**src/sv/scf_pkg.sv**
```systemverilog
// ----------------------------------------------------------------------------
// scf_pkg
// Shared types and constants of the substitution cipher FIFO: request and
// status codes, controller states, and the command and status bundles that
// join the controller and the datapath.
// ----------------------------------------------------------------------------
`default_nettype none

package scf_pkg;

    localparam int TABLE_LEN = 52;
    localparam int HALF_LEN  = 26;
    localparam int TBL_AW    = 6;

    localparam logic [7:0] CHAR_UPPER_A = 8'h41;
    localparam logic [7:0] CHAR_UPPER_Z = 8'h5A;
    localparam logic [7:0] CHAR_LOWER_A = 8'h61;
    localparam logic [7:0] CHAR_LOWER_Z = 8'h7A;

    localparam logic [1:0] REQ_LOAD = 2'd0;
    localparam logic [1:0] REQ_PUSH = 2'd1;
    localparam logic [1:0] REQ_POP  = 2'd2;

    localparam logic [1:0] STAT_OK    = 2'd0;
    localparam logic [1:0] STAT_FULL  = 2'd1;
    localparam logic [1:0] STAT_EMPTY = 2'd2;

    localparam logic MODE_ENCODE = 1'b0;
    localparam logic MODE_DECODE = 1'b1;

    typedef enum logic [2:0] {
        ST_IDLE,
        ST_EXEC,
        ST_ENC_WAIT,
        ST_POP_WAIT,
        ST_SCAN,
        ST_DONE
    } state_t;

    typedef enum logic [1:0] {
        TRD_ENC,
        TRD_FIRST,
        TRD_NEXT
    } trd_sel_t;

    typedef enum logic [2:0] {
        RES_OK,
        RES_FULL,
        RES_EMPTY,
        RES_FIFO,
        RES_MATCH
    } res_sel_t;

    typedef struct packed {
        logic     capture;
        logic     tbl_write;
        trd_sel_t trd_sel;
        logic     push;
        logic     push_from_tbl;
        logic     pop;
        logic     res_load;
        res_sel_t res_sel;
        logic     scan_clear;
        logic     scan_step;
        logic     out_load;
    } cmd_t;

    typedef struct packed {
        logic [1:0] req;
        logic       mode;
        logic       full;
        logic       empty;
        logic       char_letter;
        logic       idx_ok;
        logic       pop_letter;
        logic       scan_match;
        logic       scan_last;
        logic       out_free;
    } stat_t;

endpackage

`default_nettype wire

```
**src/sv/substitution_cipher_fifo.sv**
```systemverilog
// ----------------------------------------------------------------------------
// substitution_cipher_fifo
// Byte FIFO with a loadable 52-entry letter substitution table.
// Requests enter on the s_ stream: tuser carries the request type (load a
// table entry, push a byte, pop a byte), tdata the byte and table index.
// Every request gives exactly one result on the m_ stream: tdata carries
// the popped byte and the fill level after the request, tuser the status.
// The mode register on the APB port selects encoding on push or decoding
// on pop; write it only while the block is idle.
// Requests are handled one at a time. After the accepting edge, loads,
// refused requests and raw pushes pass EXEC and DONE to the output register,
// encoding pushes and plain pops also pass ENC_WAIT or POP_WAIT (one registered
// memory read), and decoding pops then scan the table one entry per cycle up
// to the first match or the last entry; the next request is taken from IDLE.
// The output register holds a result while m_tready is low; the next
// request is still accepted and completes up to the output register.
// Reset empties the FIFO and clears mode to encoding; table and FIFO
// contents are undefined until written, and the table must be loaded
// before it is used.
// ----------------------------------------------------------------------------
`default_nettype none

module substitution_cipher_fifo #(
    parameter int BUF_DEPTH = 64
) (
    input  wire logic        aclk,
    input  wire logic        aresetn,
    // APB configuration port
    input  wire logic        psel,
    input  wire logic        penable,
    input  wire logic        pwrite,
    input  wire logic [2:0]  paddr,
    input  wire logic [31:0] pwdata,
    output logic      [31:0] prdata,
    output logic             pready,
    // Request stream
    input  wire logic        s_tvalid,
    output logic             s_tready,
    input  wire logic [15:0] s_tdata,   // [7:0] in_char, [13:8] table_index, [15:14] zero
    input  wire logic [1:0]  s_tuser,   // [1:0] req_type
    // Result stream
    output logic             m_tvalid,
    input  wire logic        m_tready,
    output logic [15:0]      m_tdata,   // [7:0] out_char, [14:8] fill_level, [15] zero
    output logic [1:0]       m_tuser    // [1:0] status
);

    logic           mode_reg;
    logic           mode_next;
    scf_pkg::cmd_t  cmd;
    scf_pkg::stat_t stat;
    logic [7:0]     out_char;
    logic [6:0]     fill_level;
    logic           cfg_write;

    assign pready    = 1'b1;
    assign cfg_write = psel && penable && pwrite && !paddr[2];
    assign mode_next = cfg_write ? pwdata[0] : mode_reg;
    assign prdata    = paddr[2] ? 32'd0 : {31'd0, mode_reg};

    always_ff @(posedge aclk) begin
        if (!aresetn) begin
            mode_reg <= scf_pkg::MODE_ENCODE;
        end else begin
            mode_reg <= mode_next;
        end
    end

    scf_ctrl u_ctrl (
        .aclk     (aclk),
        .aresetn  (aresetn),
        .s_tvalid (s_tvalid),
        .s_tready (s_tready),
        .stat     (stat),
        .cmd      (cmd)
    );

    scf_datapath #(
        .BUF_DEPTH (BUF_DEPTH)
    ) u_datapath (
        .aclk           (aclk),
        .aresetn        (aresetn),
        .mode           (mode_reg),
        .in_req_type    (s_tuser),
        .in_char        (s_tdata[7:0]),
        .in_table_index (s_tdata[13:8]),
        .cmd            (cmd),
        .stat           (stat),
        .m_tready       (m_tready),
        .m_tvalid       (m_tvalid),
        .m_out_char     (out_char),
        .m_status       (m_tuser),
        .m_fill_level   (fill_level)
    );

    assign m_tdata = {1'b0, fill_level, out_char};

endmodule

`default_nettype wire

```
**src/sv/scf_ram.sv**
```systemverilog
// ----------------------------------------------------------------------------
// scf_ram
// Generic single-clock RAM with one write port and one read port. Read data
// is registered and appears in the cycle after the address.
// ----------------------------------------------------------------------------
`default_nettype none

module scf_ram #(
    parameter int WIDTH = 8,
    parameter int DEPTH = 64,
    parameter int AW    = (DEPTH > 1) ? $clog2(DEPTH) : 1
) (
    input  wire logic             aclk,
    input  wire logic             we,
    input  wire logic [AW-1:0]    waddr,
    input  wire logic [WIDTH-1:0] wdata,
    input  wire logic [AW-1:0]    raddr,
    output logic      [WIDTH-1:0] rdata
);

    logic [WIDTH-1:0] mem [DEPTH];

    always_ff @(posedge aclk) begin
        if (we) begin
            mem[waddr] <= wdata;
        end
        rdata <= mem[raddr];
    end

endmodule

`default_nettype wire

```
**src/sv/scf_ctrl.sv**
```systemverilog
// ----------------------------------------------------------------------------
// scf_ctrl
// Controller of the substitution cipher FIFO. It takes one request at a
// time, steps the datapath through table and FIFO accesses and the decode
// scan, and hands the result to the output register.
// ----------------------------------------------------------------------------
`default_nettype none

module scf_ctrl (
    input  wire logic          aclk,
    input  wire logic          aresetn,
    input  wire logic          s_tvalid,
    output logic               s_tready,
    input  wire scf_pkg::stat_t stat,
    output scf_pkg::cmd_t      cmd
);

    scf_pkg::state_t state_reg;
    scf_pkg::state_t state_next;

    always_ff @(posedge aclk) begin
        if (!aresetn) begin
            state_reg <= scf_pkg::ST_IDLE;
        end else begin
            state_reg <= state_next;
        end
    end

    always_comb begin
        state_next = state_reg;
        unique case (state_reg)
            scf_pkg::ST_IDLE: begin
                if (s_tvalid) begin
                    state_next = scf_pkg::ST_EXEC;
                end
            end
            scf_pkg::ST_EXEC: begin
                state_next = scf_pkg::ST_DONE;
                if (stat.req == scf_pkg::REQ_PUSH && !stat.full &&
                    stat.mode == scf_pkg::MODE_ENCODE && stat.char_letter) begin
                    state_next = scf_pkg::ST_ENC_WAIT;
                end else if (stat.req == scf_pkg::REQ_POP && !stat.empty) begin
                    state_next = scf_pkg::ST_POP_WAIT;
                end
            end
            scf_pkg::ST_ENC_WAIT: begin
                state_next = scf_pkg::ST_DONE;
            end
            scf_pkg::ST_POP_WAIT: begin
                if (stat.mode == scf_pkg::MODE_DECODE && stat.pop_letter) begin
                    state_next = scf_pkg::ST_SCAN;
                end else begin
                    state_next = scf_pkg::ST_DONE;
                end
            end
            scf_pkg::ST_SCAN: begin
                if (stat.scan_match || stat.scan_last) begin
                    state_next = scf_pkg::ST_DONE;
                end
            end
            scf_pkg::ST_DONE: begin
                if (stat.out_free) begin
                    state_next = scf_pkg::ST_IDLE;
                end
            end
            default: begin
                state_next = scf_pkg::ST_IDLE;
            end
        endcase
    end

    always_comb begin
        cmd          = '0;
        cmd.trd_sel  = scf_pkg::TRD_ENC;
        cmd.res_sel  = scf_pkg::RES_OK;
        s_tready     = 1'b0;
        unique case (state_reg)
            scf_pkg::ST_IDLE: begin
                s_tready    = 1'b1;
                cmd.capture = s_tvalid;
            end
            scf_pkg::ST_EXEC: begin
                priority if (stat.req == scf_pkg::REQ_LOAD) begin
                    cmd.tbl_write = stat.idx_ok;
                    cmd.res_load  = 1'b1;
                end else if (stat.req == scf_pkg::REQ_PUSH) begin
                    priority if (stat.full) begin
                        cmd.res_load = 1'b1;
                        cmd.res_sel  = scf_pkg::RES_FULL;
                    end else if (stat.mode == scf_pkg::MODE_ENCODE && stat.char_letter) begin
                        cmd.trd_sel = scf_pkg::TRD_ENC;
                    end else begin
                        cmd.push     = 1'b1;
                        cmd.res_load = 1'b1;
                    end
                end else if (stat.req == scf_pkg::REQ_POP) begin
                    if (stat.empty) begin
                        cmd.res_load = 1'b1;
                        cmd.res_sel  = scf_pkg::RES_EMPTY;
                    end else begin
                        cmd.pop = 1'b1;
                    end
                end else begin
                    cmd.res_load = 1'b1;
                end
            end
            scf_pkg::ST_ENC_WAIT: begin
                cmd.push          = 1'b1;
                cmd.push_from_tbl = 1'b1;
                cmd.res_load      = 1'b1;
            end
            scf_pkg::ST_POP_WAIT: begin
                cmd.res_load   = 1'b1;
                cmd.res_sel    = scf_pkg::RES_FIFO;
                cmd.trd_sel    = scf_pkg::TRD_FIRST;
                cmd.scan_clear = 1'b1;
            end
            scf_pkg::ST_SCAN: begin
                if (stat.scan_match) begin
                    cmd.res_load = 1'b1;
                    cmd.res_sel  = scf_pkg::RES_MATCH;
                end else if (!stat.scan_last) begin
                    cmd.scan_step = 1'b1;
                    cmd.trd_sel   = scf_pkg::TRD_NEXT;
                end
            end
            scf_pkg::ST_DONE: begin
                cmd.out_load = stat.out_free;
            end
            default: begin
                cmd.out_load = 1'b0;
            end
        endcase
    end

endmodule

`default_nettype wire

```
**src/sv/scf_datapath.sv**
```systemverilog
// ----------------------------------------------------------------------------
// scf_datapath
// Datapath of the substitution cipher FIFO: request registers, the table
// and FIFO memories, pointers and fill count, the decode scan index, the
// result registers and the output register.
// ----------------------------------------------------------------------------
`default_nettype none

module scf_datapath #(
    parameter int BUF_DEPTH = 64
) (
    input  wire logic          aclk,
    input  wire logic          aresetn,
    input  wire logic          mode,
    input  wire logic [1:0]    in_req_type,
    input  wire logic [7:0]    in_char,
    input  wire logic [5:0]    in_table_index,
    input  wire scf_pkg::cmd_t cmd,
    output scf_pkg::stat_t     stat,
    input  wire logic          m_tready,
    output logic               m_tvalid,
    output logic [7:0]         m_out_char,
    output logic [1:0]         m_status,
    output logic [6:0]         m_fill_level
);

    localparam int PTR_W = (BUF_DEPTH > 1) ? $clog2(BUF_DEPTH) : 1;
    localparam int CNT_W = $clog2(BUF_DEPTH + 1);

    function automatic logic is_letter(input logic [7:0] c);
        return (c >= scf_pkg::CHAR_UPPER_A && c <= scf_pkg::CHAR_UPPER_Z) ||
               (c >= scf_pkg::CHAR_LOWER_A && c <= scf_pkg::CHAR_LOWER_Z);
    endfunction

    logic [1:0]               req_reg,        req_next;
    logic [7:0]               char_reg,       char_next;
    logic [5:0]               idx_reg,        idx_next;
    logic [PTR_W-1:0]         wptr_reg,       wptr_next;
    logic [PTR_W-1:0]         rptr_reg,       rptr_next;
    logic [CNT_W-1:0]         fill_reg,       fill_next;
    logic [scf_pkg::TBL_AW-1:0] scan_reg,     scan_next;
    logic [7:0]               res_char_reg,   res_char_next;
    logic [1:0]               res_status_reg, res_status_next;
    logic                     out_valid_reg,  out_valid_next;
    logic [7:0]               out_char_reg,   out_char_next;
    logic [1:0]               out_status_reg, out_status_next;
    logic [6:0]               out_fill_reg,   out_fill_next;

    logic [scf_pkg::TBL_AW-1:0] tbl_raddr;
    logic [scf_pkg::TBL_AW-1:0] enc_addr;
    logic [7:0]                 tbl_rdata;
    logic [7:0]                 fifo_rdata;
    logic [7:0]                 fifo_wdata;
    logic [7:0]                 match_char;
    logic [CNT_W+6:0]           fill_ext;

    scf_ram #(
        .WIDTH (8),
        .DEPTH (scf_pkg::TABLE_LEN),
        .AW    (scf_pkg::TBL_AW)
    ) u_table (
        .aclk  (aclk),
        .we    (cmd.tbl_write),
        .waddr (idx_reg),
        .wdata (char_reg),
        .raddr (tbl_raddr),
        .rdata (tbl_rdata)
    );

    scf_ram #(
        .WIDTH (8),
        .DEPTH (BUF_DEPTH),
        .AW    (PTR_W)
    ) u_fifo (
        .aclk  (aclk),
        .we    (cmd.push),
        .waddr (wptr_reg),
        .wdata (fifo_wdata),
        .raddr (rptr_reg),
        .rdata (fifo_rdata)
    );

    always_comb begin
        if (char_reg >= scf_pkg::CHAR_LOWER_A) begin
            enc_addr = scf_pkg::TBL_AW'(char_reg - scf_pkg::CHAR_LOWER_A);
        end else begin
            enc_addr = scf_pkg::TBL_AW'(char_reg - scf_pkg::CHAR_UPPER_A
                                        + 8'(scf_pkg::HALF_LEN));
        end
    end

    always_comb begin
        unique case (cmd.trd_sel)
            scf_pkg::TRD_ENC:   tbl_raddr = enc_addr;
            scf_pkg::TRD_FIRST: tbl_raddr = '0;
            scf_pkg::TRD_NEXT:  tbl_raddr = scan_reg + 1'b1;
            default:            tbl_raddr = enc_addr;
        endcase
    end

    always_comb begin
        if (scan_reg < scf_pkg::TBL_AW'(scf_pkg::HALF_LEN)) begin
            match_char = scf_pkg::CHAR_LOWER_A + {2'b00, scan_reg};
        end else begin
            match_char = scf_pkg::CHAR_UPPER_A + {2'b00, scan_reg}
                         - 8'(scf_pkg::HALF_LEN);
        end
    end

    assign fifo_wdata = cmd.push_from_tbl ? tbl_rdata : char_reg;
    assign fill_ext   = (CNT_W + 7)'(fill_next);

    always_comb begin
        req_next        = req_reg;
        char_next       = char_reg;
        idx_next        = idx_reg;
        wptr_next       = wptr_reg;
        rptr_next       = rptr_reg;
        fill_next       = fill_reg;
        scan_next       = scan_reg;
        res_char_next   = res_char_reg;
        res_status_next = res_status_reg;
        out_valid_next  = out_valid_reg && !m_tready;
        out_char_next   = out_char_reg;
        out_status_next = out_status_reg;
        out_fill_next   = out_fill_reg;

        if (cmd.capture) begin
            req_next  = in_req_type;
            char_next = in_char;
            idx_next  = in_table_index;
        end
        if (cmd.push) begin
            wptr_next = (wptr_reg == PTR_W'(BUF_DEPTH - 1)) ? '0 : wptr_reg + 1'b1;
            fill_next = fill_reg + 1'b1;
        end
        if (cmd.pop) begin
            rptr_next = (rptr_reg == PTR_W'(BUF_DEPTH - 1)) ? '0 : rptr_reg + 1'b1;
            fill_next = fill_reg - 1'b1;
        end
        if (cmd.scan_clear) begin
            scan_next = '0;
        end else if (cmd.scan_step) begin
            scan_next = scan_reg + 1'b1;
        end
        if (cmd.res_load) begin
            unique case (cmd.res_sel)
                scf_pkg::RES_OK: begin
                    res_char_next   = '0;
                    res_status_next = scf_pkg::STAT_OK;
                end
                scf_pkg::RES_FULL: begin
                    res_char_next   = '0;
                    res_status_next = scf_pkg::STAT_FULL;
                end
                scf_pkg::RES_EMPTY: begin
                    res_char_next   = '0;
                    res_status_next = scf_pkg::STAT_EMPTY;
                end
                scf_pkg::RES_FIFO: begin
                    res_char_next   = fifo_rdata;
                    res_status_next = scf_pkg::STAT_OK;
                end
                scf_pkg::RES_MATCH: begin
                    res_char_next   = match_char;
                    res_status_next = scf_pkg::STAT_OK;
                end
                default: begin
                    res_char_next   = '0;
                    res_status_next = scf_pkg::STAT_OK;
                end
            endcase
        end
        if (cmd.out_load) begin
            out_valid_next  = 1'b1;
            out_char_next   = res_char_reg;
            out_status_next = res_status_reg;
            out_fill_next   = fill_ext[6:0];
        end
    end

    always_ff @(posedge aclk) begin
        if (!aresetn) begin
            wptr_reg      <= '0;
            rptr_reg      <= '0;
            fill_reg      <= '0;
            out_valid_reg <= 1'b0;
        end else begin
            wptr_reg      <= wptr_next;
            rptr_reg      <= rptr_next;
            fill_reg      <= fill_next;
            out_valid_reg <= out_valid_next;
        end
    end

    always_ff @(posedge aclk) begin
        req_reg        <= req_next;
        char_reg       <= char_next;
        idx_reg        <= idx_next;
        scan_reg       <= scan_next;
        res_char_reg   <= res_char_next;
        res_status_reg <= res_status_next;
        out_char_reg   <= out_char_next;
        out_status_reg <= out_status_next;
        out_fill_reg   <= out_fill_next;
    end

    always_comb begin
        stat.req         = req_reg;
        stat.mode        = mode;
        stat.full        = (fill_reg == CNT_W'(BUF_DEPTH));
        stat.empty       = (fill_reg == '0);
        stat.char_letter = is_letter(char_reg);
        stat.idx_ok      = (idx_reg < scf_pkg::TBL_AW'(scf_pkg::TABLE_LEN));
        stat.pop_letter  = is_letter(fifo_rdata);
        stat.scan_match  = (tbl_rdata == res_char_reg);
        stat.scan_last   = (scan_reg == scf_pkg::TBL_AW'(scf_pkg::TABLE_LEN - 1));
        stat.out_free    = !out_valid_reg || m_tready;
    end

    assign m_tvalid     = out_valid_reg;
    assign m_out_char   = out_char_reg;
    assign m_status     = out_status_reg;
    assign m_fill_level = out_fill_reg;

endmodule

`default_nettype wire
```
**config.mk**
```make
export PLATFORM = sky130hd
export DESIGN_NAME = substitution_cipher_fifo
export DESIGN_NICKNAME = d
export VERILOG_FILES = /design/src/sv/scf_pkg.sv /design/src/sv/substitution_cipher_fifo.sv /design/src/sv/scf_ram.sv /design/src/sv/scf_ctrl.sv /design/src/sv/scf_datapath.sv
export SDC_FILE = /design/constraint.sdc
export NUM_CORES = 1
export LEC_CHECK = 0
export BUFFER_PORTS_ARGS = -buffer_cell sky130_fd_sc_hd__buf_4
export CORE_MARGIN = 2
export CORE_UTILIZATION = 56
export CTS_CLUSTER_DIAMETER = 30
export DETAILED_ROUTE_END_ITERATION = 12
export GPL_ROUTABILITY_DRIVEN = 0
export GPL_TIMING_DRIVEN = 0
export HOLD_SLACK_MARGIN = 0.06
export MAX_ROUTING_LAYER = met4
export PLACE_DENSITY = 0.76
export SLEW_MARGIN = 20
export SYNTH_ARGS = -nofsm -noshare
export SYNTH_HDL_FRONTEND = slang
export SYNTH_SLANG_ARGS = --single-unit
```
**constraint.sdc**
```tcl
create_clock -name aclk -period 4.6 [get_ports aclk]
set_clock_uncertainty 0.1 [all_clocks]
set_input_delay 0.92 -clock aclk [delete_from_list [all_inputs] [get_ports aclk]]
set_output_delay 0.92 -clock aclk [all_outputs]
set_load 0.005 [all_outputs]
```
==> results.json, run 1 <==
{
  "status": "finished with violations",
  "failed_checks": "setup timing",
  "ios": 113,
  "drtIter0Drc": 2642,
  "placed_cell_area_sq_um": 42500,
  "timing.rr.start": "u_datapath.res_char_reg[5]",
  "grt_pass1_vias": 22300,
  "drc": 0,
  "grt.total_usage_pct": 27.5,
  "ant_nets": 0,
  "synth_cells": 2062,
  "synthFlopType": "edfxtp_1",
  "vias": 21600,
  "largest_reg_flops": 512,
  "grt_max_degree": 65,
  "fin_ws_ns": -0.179,
  "wl_met3_um": 8450,
  "rows": 98,
  "finalSetupTns_ns": -0.640,
  "syn_avg_cell_area_sq_um": 19.6,
  "yosysSeqAreaShare_pct": 74.4,
  "synth_enable_flop_cells": 971,
  "crit_path_end_kind": "flop",
  "hold_buffers": 0,
  "power.density_nw_per_um2": 518,
  "finalSetupViolCount": 6,
  "clk_path_buf_depth": 3,
  "hold_viol": 0,
  "worst-path-max-fanout": 10,
  "routed-wl-met2_um": 48500,
  "dp.cells": 3112,
  "critical_path_required_ns": 5.07,
  "die_w_um": 273,
  "cts_sinks": 1017,
  "tightest_slew_ns": 1.15,
  "netlist_area_sq_um": 40400,
  "htree_levels": 4,
  "clk_latency_ns": 0.75,
  "postLayoutCellArea_sq_um": 48300,
  "drt-pass1-iter-count": 6,
  "maxCapViolations": 0,
  "root_buffer": "clkbuf_16",
  "dpl.hpwl_um": 59400,
  "port_buffers": 44,
  "slew_violations": 0,
  "synth_cell_type_count": 70,
  "criticalPathCategory": "flop to flop",
  "synth_top_cell_by_area": "edfxtp_1",
  "core_sq_um": 71500,
  "synth_async_sr_flop_share_pct": 0,
  "fin_crit_sh_pct": 104,
  "chipHeight_um": 273,
  "max_freq_ghz": 0.209,
  "biggestRegsByFlops": "u_datapath.u_fifo.mem (512), u_datapath.u_table.mem (416)",
  "relSlewSlack_pct": 22.8,
  "drive_gt1_share_pct": 31.6,
  "finalNetCount": 2401,
  "worstPathArrival_ns": 5.25,
  "routed.top_layer": "met4",
  "largest-register": "u_datapath.u_fifo.mem",
  "period_minus_slack_ns": 4.78,
  "post_drt_wl_per_cell_um": 28.5,
  "grt_pass1_wl_um": 144000,
  "worst_setup_path_start_kind": "flop",
  "syn_to_final_growth_pct": 19.5,
  "cp-startpoint": "u_datapath.res_char_reg[5]",
  "grt-ovfl-total": 0,
  "power_uw": 25100,
  "cts_tree": "yes",
  "grt_setup_unrepaired": "yes",
  "synth_area_leaders": "edfxtp_1, mux4_2, dfxtp_1, mux2i_1, nor2_1",
  "synth-warning-count": 0,
  "instances_no_fill": 3416,
  "wl_met1_um": 35500,
  "viasPerCell": 6.31,
  "wl_um": 97500,
  "yosysTopAreaCellShare_pct": 72.1,
  "hold_path.startpoint": "s_tdata[6]",
  "antenna_found_initial": 1,
  "clkTransAtPathRegs_ns": 0.06,
  "reg2reg_setup_slack_ns": -0.18,
  "numCtsBuffers": 159,
  "vdd_ir_drop_max_mv": 0.526,
  "dieArea_sq_um": 74400,
  "synth_seq_cells": 1017,
  "leakage_uw": 0.0156,
  "worstHoldPathType": "primary input to flop",
  "initial_core_util_pct": 56.6
}
logic make-up (layout without fill, tap and decap cells):
kind of cell / Yosys count / in the layout / share of synthesized area (%)
adder cells (fa/ha/maj): 11 / 11 / 0.340
AO/OA/AOI/OAI: 100 / 100 / 1.68
XOR/XNOR: 32 / 32 / 0.693
multiplexers: 325 / 325 / 16.1
AND/OR/NAND/NOR: 422 / 422 / 4.86
other: 2 / 35 / 0.0186
buffers and inverters: 153 / 524 / 1.97
flip-flops: 1017 / 1017 / 74.4
report_power, final:
part           total (uW)  internal (uW)  switching [uW]
Combinational        2620            989            1630
Sequential          10600          10400             147
Clock               11800           7200            4640
Total               25100          18600            6420
layer usage:
layer	vias up	track usage, %
met5	-	-
met4	0	13.9
met3	287	5.58
met2	1321	43.9
met1	11100	33.8
li1	8900	-
critical path, stage by stage, from the launching register on:
cell	delay, ns
edfxtp_1	0.46
xor2_1	0.21
nor4_2	0.34
nand2_1	0.09
nand2_1	0.13
a21o_1	0.19
inv_1	0.12
ha_1	0.30
buf_4	0.15
inv_1	0.12
a2111oi_2	0.32
or3_1	0.24
buf_2	0.18
buf_6	0.20
buf_6	0.23
mux4_2	0.36
mux2i_1	0.18
mux2i_1	0.20
a22oi_2	0.28
nand3_1	0.19
cell type report:
cell class	instances	area, sq um
sequential	1017	30100
clock buffer	179	4080
tap	950	1190
timing repair buffer	76	806
inverter	14	52.6
clock inverter	116	1290
multi-input combinational	923	10000
antenna	2	5.00
buffer	139	769
fill	4280	23200
synth_stat cells, drive strengths merged, types with 20 or more instances:
cell / number
clkbuf: 48
mux2i: 57
mux4: 254
dfxtp: 46
nand2: 122
xor2: 20
edfxtp: 971
buf: 91
nor2: 151
nand3: 46
o21ai: 26
timing repair:
action                                  CTS  global route
endpoints found under the setup margin  371           393
buffers inserted                          3             4
resized for setup                        65            44
pin swaps                                 0             2
through the flow:
step / setup WS (ns) / hold slack, ns / utilization [%]
floorplan: 0.0337 / 0.300 / -
global placement: -3.82 / 0.411 / 58.9
detailed placement: -0.331 / 0.403 / 59.5
CTS: -0.179 / 0.248 / 67.3
global route: -0.335 / 0.259 / 67.6
finish: -0.179 / 0.267 / 67.6
cells in the final DEF, fill, tap and decap left out, types with 11 or more instances in the layout:
cell        Yosys  layout
edfxtp_1      971     971
mux4_2        244     244
clkbuf_16       0     160
nand2_1       122     121
buf_4          36      90
nor2_1        151      87
clkbuf_1       48      64
nor2_2          0      53
mux2i_1        57      52
dfxtp_1        46      46
nand3_1        46      44
conb_1          2      33
buf_2          34      27
inv_6           0      21
xor2_1         20      20
o21ai_0        24      19
buf_8           0      18
clkinvlp_4      0      17
clkinv_4        0      16
clkinv_2        0      16
buf_1          15      15
inv_1          14      14
and2_1         14      14
and3_1         13      13
xnor2_1        12      12
a21oi_1        12      12
nor2_4          0      11
ha_1           11      11
inv_8           0      11
bufinv_16       0      11
clkinv_1        0      11
worst paths after layout:
| kind | cells after the start | end |
|---|---|---|
| hold / removal | 1 | u_datapath.char_reg[6] |
| hold reg to reg | 0 | u_datapath.m_out_char[2] |
| setup reg to reg | 19 | u_datapath.u_table.rdata[4] |
| setup / recovery | 19 | u_datapath.u_table.rdata[4] |
Power figures use the tool's default switching activity.
==> run 2, diff against run 1 <==
==> constraint.sdc (replaced) <==
create_clock -name aclk -period 4.6 [get_ports aclk]
set_clock_uncertainty 0.1 [all_clocks]
set_input_delay 0 -clock aclk [delete_from_list [all_inputs] [get_ports aclk]]
set_output_delay 0 -clock aclk [all_outputs]
set_load 0.005 [all_outputs]
==> run 2 against run 1 <==
Against the previous run: the flow still finishes with violations (setup timing); total power rose by 0.14%; hold slack got worse by 0.11 ns; die area did not move; fmax rose by 0.42%; global-route usage rose by 0.18 points; largest cell class unchanged.
==> results.json, run 2 (same netlist as run 1, synthesis figures left out) <==
{
  "fin_crit_sh_pct": 103,
  "drc": 0,
  "clk_path_buf_depth": 3,
  "grt_pass1_vias": 22500,
  "root_buffer": "clkbuf_16",
  "hold_viol": 0,
  "grt_pass1_wl_um": 145000,
  "vias": 21700,
  "p_int_uw": 18700,
  "power_frac_clock_pct": 47.2,
  "rows": 98,
  "dpl.hpwl_um": 59400,
  "clkTransAtPathRegs_ns": 0.07,
  "max_freq_ghz": 0.210,
  "period_minus_slack_ns": 4.76,
  "power_switching_share_pct": 25.6,
  "ant_nets": 0,
  "leakage_uw": 0.0158,
  "worst-path-max-fanout": 10,
  "cts_sinks": 1017,
  "finalSetupTns_ns": -0.559,
  "initial_core_util_pct": 56.6,
  "drive_gt1_share_pct": 31.0,
  "mostFrequentLayoutCell": "edfxtp_1",
  "vdd_ir_drop_max_mv": 0.520,
  "largest_reg_flops": 512,
  "drt-pass1-iter-count": 6,
  "worstHoldPathType": "primary input to output port",
  "biggestRegsByFlops": "u_datapath.u_fifo.mem (512), u_datapath.u_table.mem (416)",
  "seqPwrFrac_pct": 42.2,
  "holdWs_ns": 0.153,
  "criticalPathCategory": "flop to flop",
  "finalSetupViolCount": 6,
  "critical_path_required_ns": 5.09,
  "grt.total_usage_pct": 27.7,
  "grt_max_degree": 65,
  "worstPathArrival_ns": 5.25,
  "power.density_nw_per_um2": 515,
  "post_drt_wl_per_cell_um": 28.4,
  "viasPerCell": 6.28,
  "core_sq_um": 71500,
  "comb_power_share_pct": 10.6,
  "grt_setup_unrepaired": "yes",
  "finalNetCount": 2442,
  "nFillCells": 4225,
  "power_uw": 25100,
  "final_cell_mix": "edfxtp_1, mux4_2, clkbuf_16",
  "drtIter0Drc": 2788,
  "port_buffers": 44,
  "clk_latency_ns": 0.75,
  "chipHeight_um": 273,
  "tightest_slew_ns": 1.19,
  "crit_path_end_kind": "flop",
  "maxCapViolations": 0,
  "relSlewSlack_pct": 20.2,
  "htree_levels": 4,
  "antenna_found_initial": 1,
  "grt-ovfl-total": 0,
  "slew_violations": 0,
  "fin_ws_ns": -0.159,
  "wl_um": 98000,
  "switchingPower_uw": 6430,
  "cts_tree": "yes",
  "largest-register": "u_datapath.u_fifo.mem",
  "status": "finished with violations",
  "die_w_um": 273,
  "numCtsBuffers": 159,
  "ios": 113,
  "final_util_pct": 68.2,
  "worst_setup_path_start_kind": "flop",
  "syn_to_final_growth_pct": 20.5,
  "dieArea_sq_um": 74400,
  "failed_checks": "setup timing"
}
==> run 2: cell types whose count changed in the layout (fill, tap and decap cells not counted), sizes merged <==
cell	previous run	this run
buf	164	165
clkbuf	230	229
dlygate4sd3	0	41
==> run 2: layout make-up <==
type / count / area (sq um) / area share (%)
clock buffer: 179 / 4080 / 8.36
tap: 950 / 1190 / 2.44
timing repair buffer: 117 / 1220 / 2.50
sequential: 1017 / 30100 / 61.7
inverter: 14 / 52.6 / 0.108
antenna: 2 / 5.00 / 0.0103
buffer: 139 / 767 / 1.57
multi-input combinational: 923 / 10000 / 20.6
clock inverter: 116 / 1290 / 2.66
==> run 2: layer usage <==
| layer | GRT usage, % | share of wire [%] | vias up |
|---|---|---|---|
| li1 | - | - | 8980 |
| met1 | 34.0 | 37 | 11100 |
| met2 | 44.4 | 50 | 1315 |
| met3 | 5.65 | 8.7 | 272 |
| met4 | 13.5 | 4.7 | 0 |
| met5 | - | 0 | - |
==> run 2: worst max-delay path, stage by stage, from the launching register on <==
cell	delay, ns
edfxtp_1	0.45
xor2_1	0.20
nor4_2	0.34
nand2_1	0.09
nand2_1	0.13
a21o_1	0.19
inv_1	0.12
ha_1	0.30
buf_4	0.15
inv_1	0.12
a2111oi_2	0.32
or3_1	0.24
buf_2	0.18
buf_6	0.20
buf_6	0.23
mux4_2	0.34
mux2i_1	0.21
mux2i_1	0.24
a22oi_2	0.27
nand3_1	0.16
==> run 2: power by group through the flow <==
stage	sequential [uW]	combinational, uW	clock [uW]
after floorplan	10800	1510	0
after global placement	10900	2150	0
after detailed placement	10800	2430	0
after CTS	10600	2550	11900
after global routing	10600	2770	12300
final	10600	2650	11800
==> run 2: final timing paths <==
kind | depth (start not counted) | slack (ns) | from | endpoint
worst min-delay path | 3 | 0.15 | paddr[2] | prdata[0]
worst max register to register | 19 | -0.16 | u_datapath.res_char_reg[5] | u_datapath.u_table.rdata[7]
worst max-delay path | 19 | -0.16 | u_datapath.res_char_reg[5] | u_datapath.u_table.rdata[7]
worst min register to register | 0 | 0.40 | u_datapath.res_char_reg[4] | u_datapath.m_out_char[4]
==> run 2: through the flow <==
step	setup slack [ns]	instance area, sq um	instances
after CTS	-0.179	48500	3451
after global routing	-0.339	48700	3456
after global placement	-3.82	42100	3087
final	-0.159	48700	3457
after detailed placement	-0.331	42500	3112
after floorplan	0.0337	40600	2093
==> run 2: timing repair <==
| action | in CTS | in global routing |
|---|---|---|
| hold buffers | 41 | 0 |
| buffers inserted | 3 | 4 |
| pin swaps | 0 | 2 |
| gates cloned | 0 | 0 |
| endpoints found under the hold margin | 54 | 0 |
| resized for setup | 65 | 39 |
| endpoints found under the setup margin | 371 | 393 |
==> run 3, diff against run 2 <==
--- a/config.mk
+++ b/config.mk
@@ -15,6 +15,7 @@
 export HOLD_SLACK_MARGIN = 0.06
 export MAX_ROUTING_LAYER = met4
 export PLACE_DENSITY = 0.76
+export RECOVER_POWER = 100
 export SLEW_MARGIN = 20
 export SYNTH_ARGS = -nofsm -noshare
 export SYNTH_HDL_FRONTEND = slang
==> run 3 against run 2 <==
Against the previous run: the flow finishes with violations (capacitance limit, slew limit, setup timing); die area unchanged; routed wire length about the same; clock power about the same; global-route usage unchanged; non-clock buffer count unchanged; fmax about the same; first-iteration DRC count down 1.4%; flip-flop and latch count unchanged; final area down 0.68%; hold slack worse by 0.012 ns; combinational power down 2%; critical path type unchanged; largest power group unchanged.
==> results.json, run 3 (same netlist as run 1, synthesis figures left out) <==
{
  "status": "finished with violations",
  "failed_checks": "capacitance limit, slew limit, setup timing",
  "dp.cells": 3112,
  "worst-path-max-fanout": 18,
  "core_sq_um": 71500,
  "leakage_uw": 0.0156,
  "slew_violations": 361,
  "initial_core_util_pct": 56.6,
  "drt-pass1-iter-count": 6,
  "syn_to_final_growth_pct": 19.7,
  "clkTransAtPathRegs_ns": 0.06,
  "post_drt_wl_per_cell_um": 28.3,
  "dpl.hpwl_um": 59400,
  "crit_path_end_kind": "flop",
  "criticalPathCategory": "flop to flop",
  "htree_levels": 4,
  "finalSetupViolCount": 74,
  "cts_sinks": 1017,
  "ios": 113,
  "chipHeight_um": 273,
  "power.density_nw_per_um2": 517,
  "drive_gt1_share_pct": 29.8,
  "clk_path_buf_depth": 3,
  "grt_pass1_vias": 22500,
  "period_minus_slack_ns": 4.76,
  "rows": 98,
  "biggestRegsByFlops": "u_datapath.u_fifo.mem (512), u_datapath.u_table.mem (416)",
  "drc": 0,
  "fin_crit_sh_pct": 103,
  "port_buffers": 44,
  "numCtsBuffers": 159,
  "grt_setup_unrepaired": "yes",
  "grt_max_degree": 65,
  "max_freq_ghz": 0.210,
  "relSlewSlack_pct": -58.0,
  "maxCapViolations": 7,
  "ant_nets": 0,
  "wl_um": 97900,
  "grt.total_usage_pct": 27.7,
  "viasPerCell": 6.31,
  "final_util_pct": 67.7,
  "fin_ws_ns": -0.161,
  "dieArea_sq_um": 74400,
  "antenna_found_initial": 2,
  "final_cell_mix": "edfxtp_1, mux4_2, clkbuf_16",
  "die_w_um": 273,
  "grt_pass1_wl_um": 145000,
  "grt-ovfl-total": 0,
  "regArea_sq_um": 30100,
  "nFillCells": 4287,
  "largest_reg_flops": 512,
  "root_buffer": "clkbuf_16",
  "cts_tree": "yes",
  "reg2reg_depth": 11,
  "largest-register": "u_datapath.u_fifo.mem",
  "worst_setup_path_start_kind": "flop",
  "worstHoldPathType": "primary input to flop",
  "finalNetCount": 2442,
  "vias": 21800,
  "mostFrequentLayoutCell": "edfxtp_1",
  "worstPathArrival_ns": 5.24,
  "whs_path_depth": 4,
  "instances_no_fill": 3457,
  "clk_latency_ns": 0.75,
  "multiInputGateArea_sq_um": 9940,
  "hold_viol": 0,
  "drtIter0Drc": 2748,
  "critical_path_required_ns": 5.08,
  "tightest_slew_ns": 2.37,
  "vdd_ir_drop_max_mv": 0.522
}
-- run 3: cell count changes in the layout (fill, tap and decap cells not counted), sizes merged --
cell,previous run,this run
clkbuf,229,285
buf,165,109
-- run 3: metrics by stage --
step	TNS (ns)	worst slack, ns	power (uW)	area, sq um	hold WS [ns]
after CTS	-5.42	-0.179	25100	48500	0.0993
after global placement	-1072.40	-3.82	13000	42100	0.0800
after floorplan	0	0.0337	12300	40600	-0.0698
after detailed placement	-30.38	-0.331	13200	42500	0.0793
final	-2.64	-0.161	25000	48400	0.141
after global routing	-21.37	-0.339	25600	48400	0.154
-- run 3: final timing paths --
| kind | slack [ns] | from | endpoint |
|---|---|---|---|
| worst min register to register | 0.39 | u_datapath.res_char_reg[2] | u_datapath.m_out_char[2] |
| worst min-delay path | 0.14 | aresetn | u_datapath.rptr_reg[5] |
| worst max register to register | -0.16 | u_datapath.char_reg[4] | u_datapath.u_table.rdata[4] |
| worst max-delay path | -0.16 | u_datapath.char_reg[4] | u_datapath.u_table.rdata[4] |
-- run 3: layer usage --
| layer | global-route usage, % | routed length [um] | up-vias |
|---|---|---|---|
| met4 | 13.5 | 4910 | 0 |
| met1 | 34.0 | 35300 | 11100 |
| met2 | 44.4 | 48800 | 1381 |
| met3 | 5.65 | 8880 | 313 |
| met5 | - | 0 | - |
| li1 | - | - | 8976 |
-- run 3: repair_timing --
action,4_1_cts,5_1_grt
pin swaps,0,2
hold endpoints to repair,54,0
gates cloned,0,0
setup buffers,3,4
gates resized for setup,65,39
setup endpoints to repair,371,393
hold buffers,41,0
-- run 3: power by group --
group / total [uW] / switching (uW) / internal, uW
Sequential: 10600 / 142 / 10500
Combinational: 2590 / 1630 / 962
Clock: 11800 / 4630 / 7200
Total: 25000 / 6400 / 18600
-- run 3: worst max-delay path, cell delays in order, from the launching register on --
cell	delay, ns
edfxtp_1	0.70
clkbuf_1	0.63
buf_8	0.27
nor3_2	0.09
a211oi_1	0.43
nor2_1	0.14
xnor2_1	0.15
o22ai_1	0.59
buf_1	0.69
mux2i_1	0.34
a22oi_2	0.27
nand3_1	0.18
-- run 3: cell type report --
cell class	instances	share of cell area, %
Sequential cell	1017	62.2
Inverter	14	0.109
Clock inverter	116	2.68
Clock buffer	179	8.42
Timing Repair Buffer	117	2.03
Multi-Input combinational cell	923	20.6
Tap cell	950	2.46
Buffer	139	1.58
Antenna cell	2	0.0103
